$ cat config.mk
export PLATFORM = sky130hd
export DESIGN_NAME = relative_sprite_resolver
export DESIGN_NICKNAME = d
export VERILOG_FILES = /design/src/design/rsr_pkg.sv /design/src/design/rsr_resolve.sv /design/src/design/relative_sprite_resolver.sv
export VERILOG_INCLUDE_DIRS = /design/src /design/src/design
export SDC_FILE = /design/constraint.sdc
export NUM_CORES = 1
export LEC_CHECK = 0
export BUFFER_PORTS_ARGS = -buffer_cell sky130_fd_sc_hd__buf_2
export CAP_MARGIN = 20
export CORE_MARGIN = 2
export CORE_UTILIZATION = 50
export DETAILED_ROUTE_END_ITERATION = 16
export PLACE_DENSITY = 0.73
export SYNTH_ARGS = -nofsm -noshare
export SYNTH_HDL_FRONTEND = slang
export SYNTH_SLANG_ARGS = --single-unit
$ cat constraint.sdc
create_clock -name clk -period 4.1 [get_ports clk]
set_clock_uncertainty 0.2 [all_clocks]
set_input_delay 0.205 -clock clk [delete_from_list [all_inputs] [get_ports clk]]
set_output_delay 0.205 -clock clk [all_outputs]
set_load 0.02 [all_outputs]
$ cat src/design/assert_macros.svh
// assertion macros used by the top-level design file
// no dependencies
`ifndef ASSERT_MACROS_SVH
`define ASSERT_MACROS_SVH

// antecedent implies consequent in the same cycle
`define RSR_ASSERT_SAME(lbl, clk, rst_n, ante, cons) \
  lbl: assert property (@(posedge clk) disable iff (!rst_n) (ante) |-> (cons)) \
    else $error("rsr assertion failed");

// antecedent implies consequent in the next cycle
`define RSR_ASSERT_NEXT(lbl, clk, rst_n, ante, cons) \
  lbl: assert property (@(posedge clk) disable iff (!rst_n) (ante) |=> (cons)) \
    else $error("rsr assertion failed");

`endif

$ cat src/design/rsr_pkg.sv
// types and constants for the relative sprite resolver
// no dependencies
package rsr_pkg;

  localparam logic [7:0] REL_MASK    = 8'hC0;
  localparam logic [7:0] REL_CODE    = 8'h40;

  localparam logic [1:0] KIND_ANCHOR    = 2'd0;
  localparam logic [1:0] KIND_COMPOSITE = 2'd1;
  localparam logic [1:0] KIND_UNIFIED   = 2'd2;

  typedef struct packed {
    logic       frame_start;
    logic [7:0] attr0_byte;
    logic [7:0] attr1_byte;
    logic [7:0] attr2_byte;
    logic [7:0] attr3_byte;
    logic [7:0] attr4_byte;
  } in_item_t;

  typedef struct packed {
    logic signed [11:0] x_position;
    logic signed [11:0] y_position;
    logic [6:0]         pattern_index;
    logic               four_bit_pattern;
    logic [3:0]         palette_offset;
    logic               rotate_pattern;
    logic               flip_x;
    logic               flip_y;
    logic [1:0]         x_scale_log;
    logic [1:0]         y_scale_log;
    logic [1:0]         relative_kind;
  } out_item_t;

  typedef struct packed {
    logic       visible;
    logic [8:0] x;
    logic [8:0] y;
    logic [6:0] pattern;
    logic       four_bit;
    logic [3:0] palette;
    logic       unified;
    logic       rotate;
    logic       flip_x;
    logic       flip_y;
    logic [1:0] x_scale;
    logic [1:0] y_scale;
  } anchor_t;

  typedef struct packed {
    logic      emit;
    logic      relative;
    out_item_t item;
  } resolve_t;

endpackage

$ cat src/design/rsr_resolve.sv
// decodes one sprite's attributes and resolves it against the anchor
// depends on rsr_pkg
module rsr_resolve (
  input  rsr_pkg::in_item_t item_i,
  input  rsr_pkg::anchor_t  anchor_i,
  output rsr_pkg::resolve_t res_o,
  output rsr_pkg::anchor_t  anchor_nxt
);
  import rsr_pkg::*;

  anchor_t            anc;
  logic [3:0]         pal;
  logic               mx, my, rot, bit0, vis, ext, rel;
  logic [5:0]         hi;
  logic               h, n6, t, y8, po;
  logic [1:0]         xs, ys;
  logic [6:0]         n_raw, n_res;
  logic [7:0]         xd0, yd0, xd1, yd1, xd2, yd2;
  logic signed [11:0] xd12, yd12, xoff, yoff, ax12, ay12;
  logic               four;

  always_comb begin
    // frame start clears the anchor ahead of this sprite
    anc  = item_i.frame_start ? '0 : anchor_i;
    pal  = item_i.attr2_byte[7:4];
    mx   = item_i.attr2_byte[3];
    my   = item_i.attr2_byte[2];
    rot  = item_i.attr2_byte[1];
    bit0 = item_i.attr2_byte[0];
    vis  = item_i.attr3_byte[7];
    ext  = item_i.attr3_byte[6];
    hi   = item_i.attr3_byte[5:0];
    rel  = ext && ((item_i.attr4_byte & REL_MASK) == REL_CODE);
    xs   = ext ? item_i.attr4_byte[4:3] : 2'd0;
    ys   = ext ? item_i.attr4_byte[2:1] : 2'd0;
    h    = ext && !rel && item_i.attr4_byte[7];
    t    = ext && !rel && item_i.attr4_byte[5];
    y8   = ext && !rel && item_i.attr4_byte[0];
    po   = rel && item_i.attr4_byte[0];
    n6   = ext && (rel ? item_i.attr4_byte[5] : item_i.attr4_byte[6]);
    n_raw = {hi, n6};

    // unified offset transform, negation wraps in eight bits
    xd0 = item_i.attr0_byte;
    yd0 = item_i.attr1_byte;
    xd1 = anc.rotate ? 8'(8'd0 - yd0) : xd0;
    yd1 = anc.rotate ? xd0 : yd0;
    xd2 = anc.flip_x ? 8'(8'd0 - xd1) : xd1;
    yd2 = anc.flip_y ? 8'(8'd0 - yd1) : yd1;
    xd12 = signed'({{4{xd2[7]}}, xd2});
    yd12 = signed'({{4{yd2[7]}}, yd2});
    ax12 = signed'({3'b000, anc.x});
    ay12 = signed'({3'b000, anc.y});

    anchor_nxt = anc;
    res_o      = '0;
    res_o.relative = rel;
    xoff       = '0;
    yoff       = '0;

    if (!rel) begin
      anchor_nxt.visible  = vis;
      anchor_nxt.x        = {bit0, item_i.attr0_byte};
      anchor_nxt.y        = {y8, item_i.attr1_byte};
      anchor_nxt.pattern  = n_raw;
      anchor_nxt.four_bit = h;
      anchor_nxt.palette  = pal;
      anchor_nxt.unified  = t;
      anchor_nxt.rotate   = rot;
      anchor_nxt.flip_x   = mx;
      anchor_nxt.flip_y   = my;
      anchor_nxt.x_scale  = xs;
      anchor_nxt.y_scale  = ys;
      four = h;
      n_res = n_raw;
      res_o.emit                = vis;
      res_o.item.x_position     = signed'({3'b000, bit0, item_i.attr0_byte});
      res_o.item.y_position     = signed'({3'b000, y8, item_i.attr1_byte});
      res_o.item.palette_offset = pal;
      res_o.item.rotate_pattern = rot;
      res_o.item.flip_x         = mx;
      res_o.item.flip_y         = my;
      res_o.item.x_scale_log    = xs;
      res_o.item.y_scale_log    = ys;
      res_o.item.relative_kind  = KIND_ANCHOR;
    end else begin
      four  = anc.four_bit;
      n_res = po ? 7'(n_raw + anc.pattern) : n_raw;
      res_o.emit                = anc.visible && vis;
      res_o.item.palette_offset = bit0 ? 4'(anc.palette + pal) : pal;
      if (anc.unified) begin
        xoff = xd12 <<< anc.x_scale;
        yoff = yd12 <<< anc.y_scale;
        res_o.item.rotate_pattern = anc.rotate;
        res_o.item.flip_x         = anc.flip_x;
        res_o.item.flip_y         = anc.flip_y;
        res_o.item.x_scale_log    = anc.x_scale;
        res_o.item.y_scale_log    = anc.y_scale;
        res_o.item.relative_kind  = KIND_UNIFIED;
      end else begin
        xoff = signed'({{4{xd0[7]}}, xd0});
        yoff = signed'({{4{yd0[7]}}, yd0});
        res_o.item.rotate_pattern = rot;
        res_o.item.flip_x         = mx;
        res_o.item.flip_y         = my;
        res_o.item.x_scale_log    = xs;
        res_o.item.y_scale_log    = ys;
        res_o.item.relative_kind  = KIND_COMPOSITE;
      end
      res_o.item.x_position = ax12 + xoff;
      res_o.item.y_position = ay12 + yoff;
    end

    res_o.item.pattern_index    = four ? n_res : {n_res[6:1], 1'b0};
    res_o.item.four_bit_pattern = four;
  end

endmodule

$ cat src/design/relative_sprite_resolver.sv
// relative sprite resolver top level: input register, resolve logic, output register
// depends on rsr_pkg, rsr_resolve and assert_macros.svh
// path: an accepted item is held in the input register, then its result in the result register
// throughput: one item per cycle; stalls only while a visible sprite waits on a held result
// reset: synchronous active-low rst_n clears the valid flags of both item stages and the anchor register
`include "assert_macros.svh"
module relative_sprite_resolver (
  input  logic               clk,
  input  logic               rst_n,
  input  logic               in_valid,
  output logic               in_ready,
  input  rsr_pkg::in_item_t  in_item,
  output logic               out_valid,
  input  logic               out_ready,
  output rsr_pkg::out_item_t out_item
);
  import rsr_pkg::*;

  logic      s1_valid_r;
  in_item_t  s1_item_r;
  anchor_t   anchor_r;
  anchor_t   anchor_nxt;
  resolve_t  res;
  logic      out_valid_r;
  out_item_t out_item_r;
  logic      out_free;
  logic      s1_adv;

  rsr_resolve u_resolve (
    .item_i    (s1_item_r),
    .anchor_i  (anchor_r),
    .res_o     (res),
    .anchor_nxt(anchor_nxt)
  );

  assign out_free = !out_valid_r || out_ready;
  assign s1_adv   = s1_valid_r && (!res.emit || out_free);
  assign in_ready = !s1_valid_r || s1_adv;

  always_ff @(posedge clk) begin
    if (!rst_n) begin
      s1_valid_r <= 1'b0;
    end else if (in_ready) begin
      s1_valid_r <= in_valid;
    end
  end

  always_ff @(posedge clk) begin
    if (in_valid && in_ready) begin
      s1_item_r <= in_item;
    end
  end

  always_ff @(posedge clk) begin
    if (!rst_n) begin
      anchor_r <= '0;
    end else if (s1_adv) begin
      anchor_r <= anchor_nxt;
    end
  end

  always_ff @(posedge clk) begin
    if (!rst_n) begin
      out_valid_r <= 1'b0;
    end else if (s1_adv && res.emit) begin
      out_valid_r <= 1'b1;
    end else if (out_ready) begin
      out_valid_r <= 1'b0;
    end
  end

  always_ff @(posedge clk) begin
    if (s1_adv && res.emit) begin
      out_item_r <= res.item;
    end
  end

  assign out_valid = out_valid_r;
  assign out_item  = out_item_r;

  // accepted item lands in the input register
  `RSR_ASSERT_NEXT(a_in_to_s1, clk, rst_n, in_valid && in_ready, s1_valid_r)
  // an empty input register always takes an item
  `RSR_ASSERT_SAME(a_s1_empty_ready, clk, rst_n, !s1_valid_r, in_ready)
  // relative sprite at frame start sees an invisible anchor
  `RSR_ASSERT_SAME(a_rel_frame_start, clk, rst_n,
    s1_valid_r && s1_item_r.frame_start && res.relative, !res.emit)
  // a result is never loaded over one still waiting
  `RSR_ASSERT_SAME(a_no_overwrite, clk, rst_n, s1_adv && res.emit, out_free)

endmodule

==> reports/metrics.cfg, run 1 <==
[detailed_routing]
drtIter0Drc=555
routed_wl_mm=21.2
vias=6753
wire_per_inst_um=17.7
ant_nets=0
drc=0
vias_per_cell=5.66
firstDrtPassIters=6

[placed_design]
dp_slack_ps=-274
hpwl_mm=13.7
gp_congestion=0.981
io_buffers=91

[clocking]
clk_pin_slew_ps=70
clockRootBuffer=clkbuf_16
cts_tree=built
worstSkewPairLatency_ps=430
cts_num_sinks=127
cts_made_buffers=17
cts_buffer_depth=2
htreeDepth=4

[power_and_ir_drop]
p_per_area_nw_per_um2=351
ir_drop_mv=0.286
p_leak_nw=4.38

[timing]
hold_slack_ps=172
timing.final.crit_share_pct=107
rsz0062_at_grt=yes
slew_violations=0
final-setup-viol-count=9
relSlewSlack_pct=48.4
hold_viol=0
worstMarginPinSlew_ps=768
post-route-min-period_ps=4370
timing.final.ws_setup_ps=-272
max_freq_mhz=229

[critical_path]
timing.rr.start=s1_item_r[26]
endpoint_kind=flop
startpoint_type=flop
regToRegSetupSlack_ps=-270
reg2reg_depth=18
crit_arrival_ps=4320
crit_type=reg2reg
cp_data_required_time_ps=4050
path_max_fanout=4
r2r_end=out_item[43]

[die]
num_rows=45
die_height_um=127
initial_utilization_pct=50.6
dieWidth_um=127
coreArea_sq_um=15000
ioPinCount=92
die-area_sq_um=16200

[synthesis]
synth_cells=777
yosysSeqAreaShare_pct=44.7
syn_nets=857
ys.warnings.count=0
synth_xor_area_share_pct=4.24
yosys_most_used_dff=edfxtp_1
synth_fa_ha_area_share_pct=6.15
synthArstFlopShare_pct=0
ys_seq_elements=127
synth_area_sq_um=7610
yosys.area_share.simple_pct=17.8
synth_compound_area_share_pct=18.4
synth_top_family_by_area=compound AO/OA/AOI/OAI gates
synthMuxAreaShare_pct=4.83
synth.avg_cell_area_sq_um=9.79
synth_edf_count=86
synth_cell_type_count=76

[min_path]
holdCritPathClass=in2reg
min_to=anchor_r[6]
min_from=rst_n
hold_depth=2

[global_routing]
grt_pass1_vias=6419
antenna_found_initial=0
grt_pass1_wl_mm=32.7
grt_use_total_pct=25.7
grt-ovfl-total=0
grt_max_degree=47

[cells_and_area]
layout.nets=1073
syn2layout_area_growth_pct=35.8
fill_cells=1085
final_cell_mix=107 x buf_4, 101 x nand2_1, 91 x buf_2, 86 x edfxtp_1, 58 x nor2b_1
diodes=0
final_common_cell=buf_4
drive_gt1_share_pct=31.2

[outcome]
status=finished, violations left
violations=setup timing

[job]
maxCapViolCount=0

## logic make-up (layout without fill, tap and decap cells)
group,after synthesis,count (layout)
buffers and inverters,68,297
and+or+nand+nor,277,277
muxes,34,34
DFF,127,127
AOI/OAI and AO/OA,200,200
xor gates and xnor gates,36,36
adders and majority gates,35,35
## critical path, cell delays in order (launching register included)
cell	delay (ps)
edfxtp_1	500
buf_4	200
nor3_2	210
buf_4	170
a21boi_1	70
o31ai_2	300
nor2_1	160
a32o_2	270
a2111oi_4	400
or2_1	160
a21oi_2	50
ha_1	300
o21a_1	140
a21o_1	110
a21o_1	170
a21oi_2	90
o41a_1	400
a21oi_1	120
o21ai_1	70
## cells in the mapped netlist, types with 3 or more instances
library cell | number | area [sq um]
o211ai_1 | 7 | 52.6
nor2b_1 | 62 | 388
o21a_1 | 7 | 52.6
o31ai_1 | 4 | 30.0
mux2_2 | 4 | 45.0
a21oi_1 | 34 | 170
nor3_1 | 8 | 40.0
o21ai_0 | 56 | 280
a22o_1 | 4 | 35.0
xnor2_1 | 17 | 149
o21ai_1 | 5 | 25.0
o221ai_1 | 3 | 26.3
and2_1 | 4 | 25.0
or2_2 | 3 | 18.8
edfxtp_1 | 86 | 2580
buf_6 | 3 | 33.8
nand3_1 | 11 | 55.1
a211oi_1 | 3 | 22.5
nand2b_1 | 7 | 43.8
ha_1 | 31 | 388
fa_1 | 4 | 80.1
nand2_1 | 103 | 387
xor2_1 | 18 | 158
inv_1 | 18 | 67.6
dfxtp_1 | 41 | 821
mux2i_1 | 26 | 260
a32oi_1 | 3 | 26.3
buf_1 | 3 | 11.3
nor3b_1 | 3 | 22.5
a21boi_0 | 4 | 30.0
a21o_1 | 11 | 82.6
nor2_1 | 56 | 210
buf_2 | 7 | 35.0
clkbuf_1 | 36 | 135
o211a_1 | 13 | 130
a22oi_1 | 22 | 165
## per-layer routing
metal / part of all wire (%) / global-route usage [%] / up-vias
met5: 0 / 0 / -
met4: 2.1 / 10.0 / 0
met3: 6.1 / 4.36 / 38
met2: 48 / 42.1 / 266
met1: 43 / 34.4 / 3215
li1: - / - / 3234
## layout make-up
class	instances	area (sq um)	area share, %
tap	188	235	2.28
clock inverter	15	158	1.53
inverter	18	70.1	0.678
clock buffer	17	425	4.12
sequential	127	3400	32.9
timing repair buffer	247	1770	17.2
multi-input combinational	582	4270	41.3
## through the flow
| stage | power, mW | utilization, % | cells | setup TNS (ps) | area, sq um |
|---|---|---|---|---|---|
| after floorplan | 1.83 | - | 777 | -25.7 | 7660 |
| after global placement | 2.02 | 59.0 | 1101 | -500 | 8880 |
| after detailed placement | 2.03 | 59.0 | 1101 | -1010 | 8880 |
| after CTS | 3.59 | 66.9 | 1183 | -102 | 10100 |
| after global routing | 3.76 | 68.7 | 1194 | -2780 | 10300 |
| final | 3.63 | 68.7 | 1194 | -1270 | 10300 |
## flip-flops by register name, indices dropped and copies added (netlist names)
name / flops
out_item: 45
s1_valid_r: 1
out_valid: 1
s1_item_r: 41
anchor_r: 39
## power breakdown
group	internal (mW)	leakage, nW	switching (mW)
logic	0.301	2.95	0.327
registers	1.43	1.14	0.0481
clock network	0.903	0.286	0.617
## how the worst max path moves through the flow
stage                        startpoint            to
after global placement    s1_item_r[24]  out_item[41]
after global routing      s1_item_r[26]  out_item[43]
after CTS                 s1_item_r[25]  out_item[43]
after floorplan           s1_item_r[25]  out_item[43]
after detailed placement  s1_item_r[40]  out_item[43]
final                     s1_item_r[26]  out_item[43]
## what timing repair did
| action | 4_1_cts | 5_1_grt |
|---|---|---|
| setup endpoints to repair | 9 | 10 |
| hold buffers | 43 | 0 |
| resized for setup | 28 | 49 |
| endpoints found under the hold margin | 43 | 0 |
| pin swaps | 17 | 24 |
| buffers inserted | 8 | 12 |
Power figures use the tool's default switching activity.
==> run 2, diff against run 1 <==
--- a/config.mk
+++ b/config.mk
@@ -12,6 +12,7 @@
 export CORE_UTILIZATION = 50
 export DETAILED_ROUTE_END_ITERATION = 16
 export PLACE_DENSITY = 0.73
+export REMOVE_ABC_BUFFERS = 1
 export SYNTH_ARGS = -nofsm -noshare
 export SYNTH_HDL_FRONTEND = slang
 export SYNTH_SLANG_ARGS = --single-unit
==> run 2 against run 1 <==
  * The run still ends with setup timing left
  * Sequential power barely moved
  * Utilization increased by 1.8 points
  * Total power rose by 4.6%
  * Clock power grew 9%
  * Final cell count grew 1.9%
  * Largest power group unchanged
  * Die area did not move
  * Critical path depth grew 3
  * Clock-buffer cell count grew 9
  * Worst hold slack improved by 3.1 ps
  * Sequential share of layout area shrank 0.84 points
  * First-iteration DRC count decreased by 6.7%
==> reports/metrics.cfg, run 2 (same netlist as run 1, synthesis figures left out) <==
[global_routing]
grt_pass1_wl_mm=33.8
grt-ovfl-total=0
grt_pass1_vias=6834
grt_max_degree=47
grt_use_total_pct=26.6
antenna_found_initial=0

[power_and_ir_drop]
p_leak_nw=4.51
ir_drop_mv=0.292
p_per_area_nw_per_um2=358

[cells_and_area]
drive_gt1_share_pct=33.6
diodes=0
largest_reg_flops=45
layout.nets=1096
fill_cells=1039
fin_area_sq_um=10600
final_common_cell=buf_4
final_util_pct=70.5
final_cell_mix=128 x buf_4, 101 x nand2_1, 91 x buf_2, 86 x edfxtp_1, 59 x nor2b_1
syn2layout_area_growth_pct=39.3

[critical_path]
timing.rr.start=s1_item_r[40]
startpoint_type=flop
path_max_fanout=4
cp_data_required_time_ps=4080
regToRegSetupSlack_ps=-160
r2r_end=out_item[31]
crit_type=reg2reg
reg2reg_depth=21
endpoint_kind=flop
crit_arrival_ps=4240
crit_path_end=out_item[31]
crit_path_start=s1_item_r[40]

[clocking]
cts_buffer_depth=2
clk_pin_slew_ps=60
worstSkewPairLatency_ps=430
cts_num_sinks=127
cts_tree=built
clockRootBuffer=clkbuf_16
htreeDepth=4
cts_made_buffers=17

[outcome]
violations=setup timing
status=finished, violations left

[die]
dieWidth_um=127
num_rows=45
die_height_um=127
ioPinCount=92
initial_utilization_pct=50.6
coreArea_sq_um=15000
die-area_sq_um=16200

[placed_design]
dp_slack_ps=-287
dpl_cell_area_sq_um=9000
hpwl_mm=13.7
gp_congestion=0.933
io_buffers=91

[detailed_routing]
drtIter0Drc=518
wl_met3_mm=1.27
wl_met2_mm=10.6
routed_wl_mm=21.8
wire_per_inst_um=17.9
top_layer=met4
ant_nets=0
vias=6861
firstDrtPassIters=5
wl_met1_mm=9.18
drc=0
vias_per_cell=5.64

[timing]
hold_viol=0
relSlewSlack_pct=36.8
timing.final.ws_setup_ps=-164
timing.final.crit_share_pct=104
post-route-min-period_ps=4260
worstMarginPinSlew_ps=942
rsz0062_at_grt=yes
slew_violations=0
max_freq_mhz=235
final-setup-viol-count=5

[min_path]
holdCritPathClass=in2reg

[job]
maxCapViolCount=0

[run 2: cell types whose count changed in the layout (fill, tap and decap cells not counted), moves of 3 or more]
cell       previous run  this run
a21oi_1              26        21
a21oi_2               9        15
buf_4               107       128
clkbuf_16            17        22
clkbuf_8              0         3
nor2_1               55        52
o21ai_1              18        15
o21ai_2               3         7
[run 2: layer usage]
layer | vias to the layer above | GRT usage, %
li1 | 3274 | -
met1 | 3253 | 33.0
met2 | 278 | 44.6
met3 | 56 | 5.90
met4 | 0 | 11.6
met5 | - | 0
[run 2: worst min path at each step]
stage | to | cells past startpoint | slack (ps) | start
finish | anchor_r[10] | 2 | 170 | rst_n
CTS | anchor_r[10] | 2 | 170 | rst_n
detailed placement | s1_item_r[3] | 1 | 180 | in_item[3]
global route | anchor_r[10] | 2 | 210 | rst_n
floorplan | s1_item_r[0] | 0 | 100 | in_item[0]
global placement | s1_item_r[27] | 1 | 180 | in_item[27]
[run 2: what timing repair did]
item / in CTS / in global routing
pin swaps: 16 / 31
hold buffers: 43 / 0
setup endpoints to repair: 10 / 12
buffers inserted: 7 / 11
gates resized for setup: 46 / 56
endpoints found under the hold margin: 43 / 0
[run 2: stage by stage]
step	hold slack, ps	instances	setup TNS [ps]	total power, mW
floorplan	104	727	-19740	1.80
global placement	181	1125	-1510	2.03
detailed placement	183	1125	-1880	2.04
CTS	174	1207	-42.5	3.75
global route	214	1217	-1970	3.92
finish	175	1217	-552	3.80
[run 2: report_power, final]
part	internal [mW]	switching (mW)	leakage, nW
combinational	0.318	0.338	3.04
clock	1.07	0.588	0.330
sequential	1.43	0.0467	1.14
[run 2: worst max-delay path, stage by stage, from the launching register on]
cell      delay, ps
edfxtp_1        460
nor2b_4         210
buf_6           130
mux2i_4         270
ha_4            190
nor2b_4          50
o21ai_1         200
nand2_1         100
o21ai_2          90
a21oi_2          80
nor2_1           90
a21oi_1          50
o21ai_1         190
ha_1            290
a21o_1          190
a21oi_2         160
o21ai_1         120
o211a_1         130
o21a_1          220
o21ai_2         200
a21oi_2          90
mux2_4          300
[run 2: layout make-up]
type / instances / area [sq um] / share of cell area, %
multi-input cells: 582 / 4270 / 40.3
inverters: 18 / 73.8 / 0.697
clock inverters: 6 / 71.3 / 0.673
repair buffers: 270 / 1950 / 18.4
well taps: 188 / 235 / 2.22
flip-flops and latches: 127 / 3400 / 32.1
clock buffers: 26 / 596 / 5.62
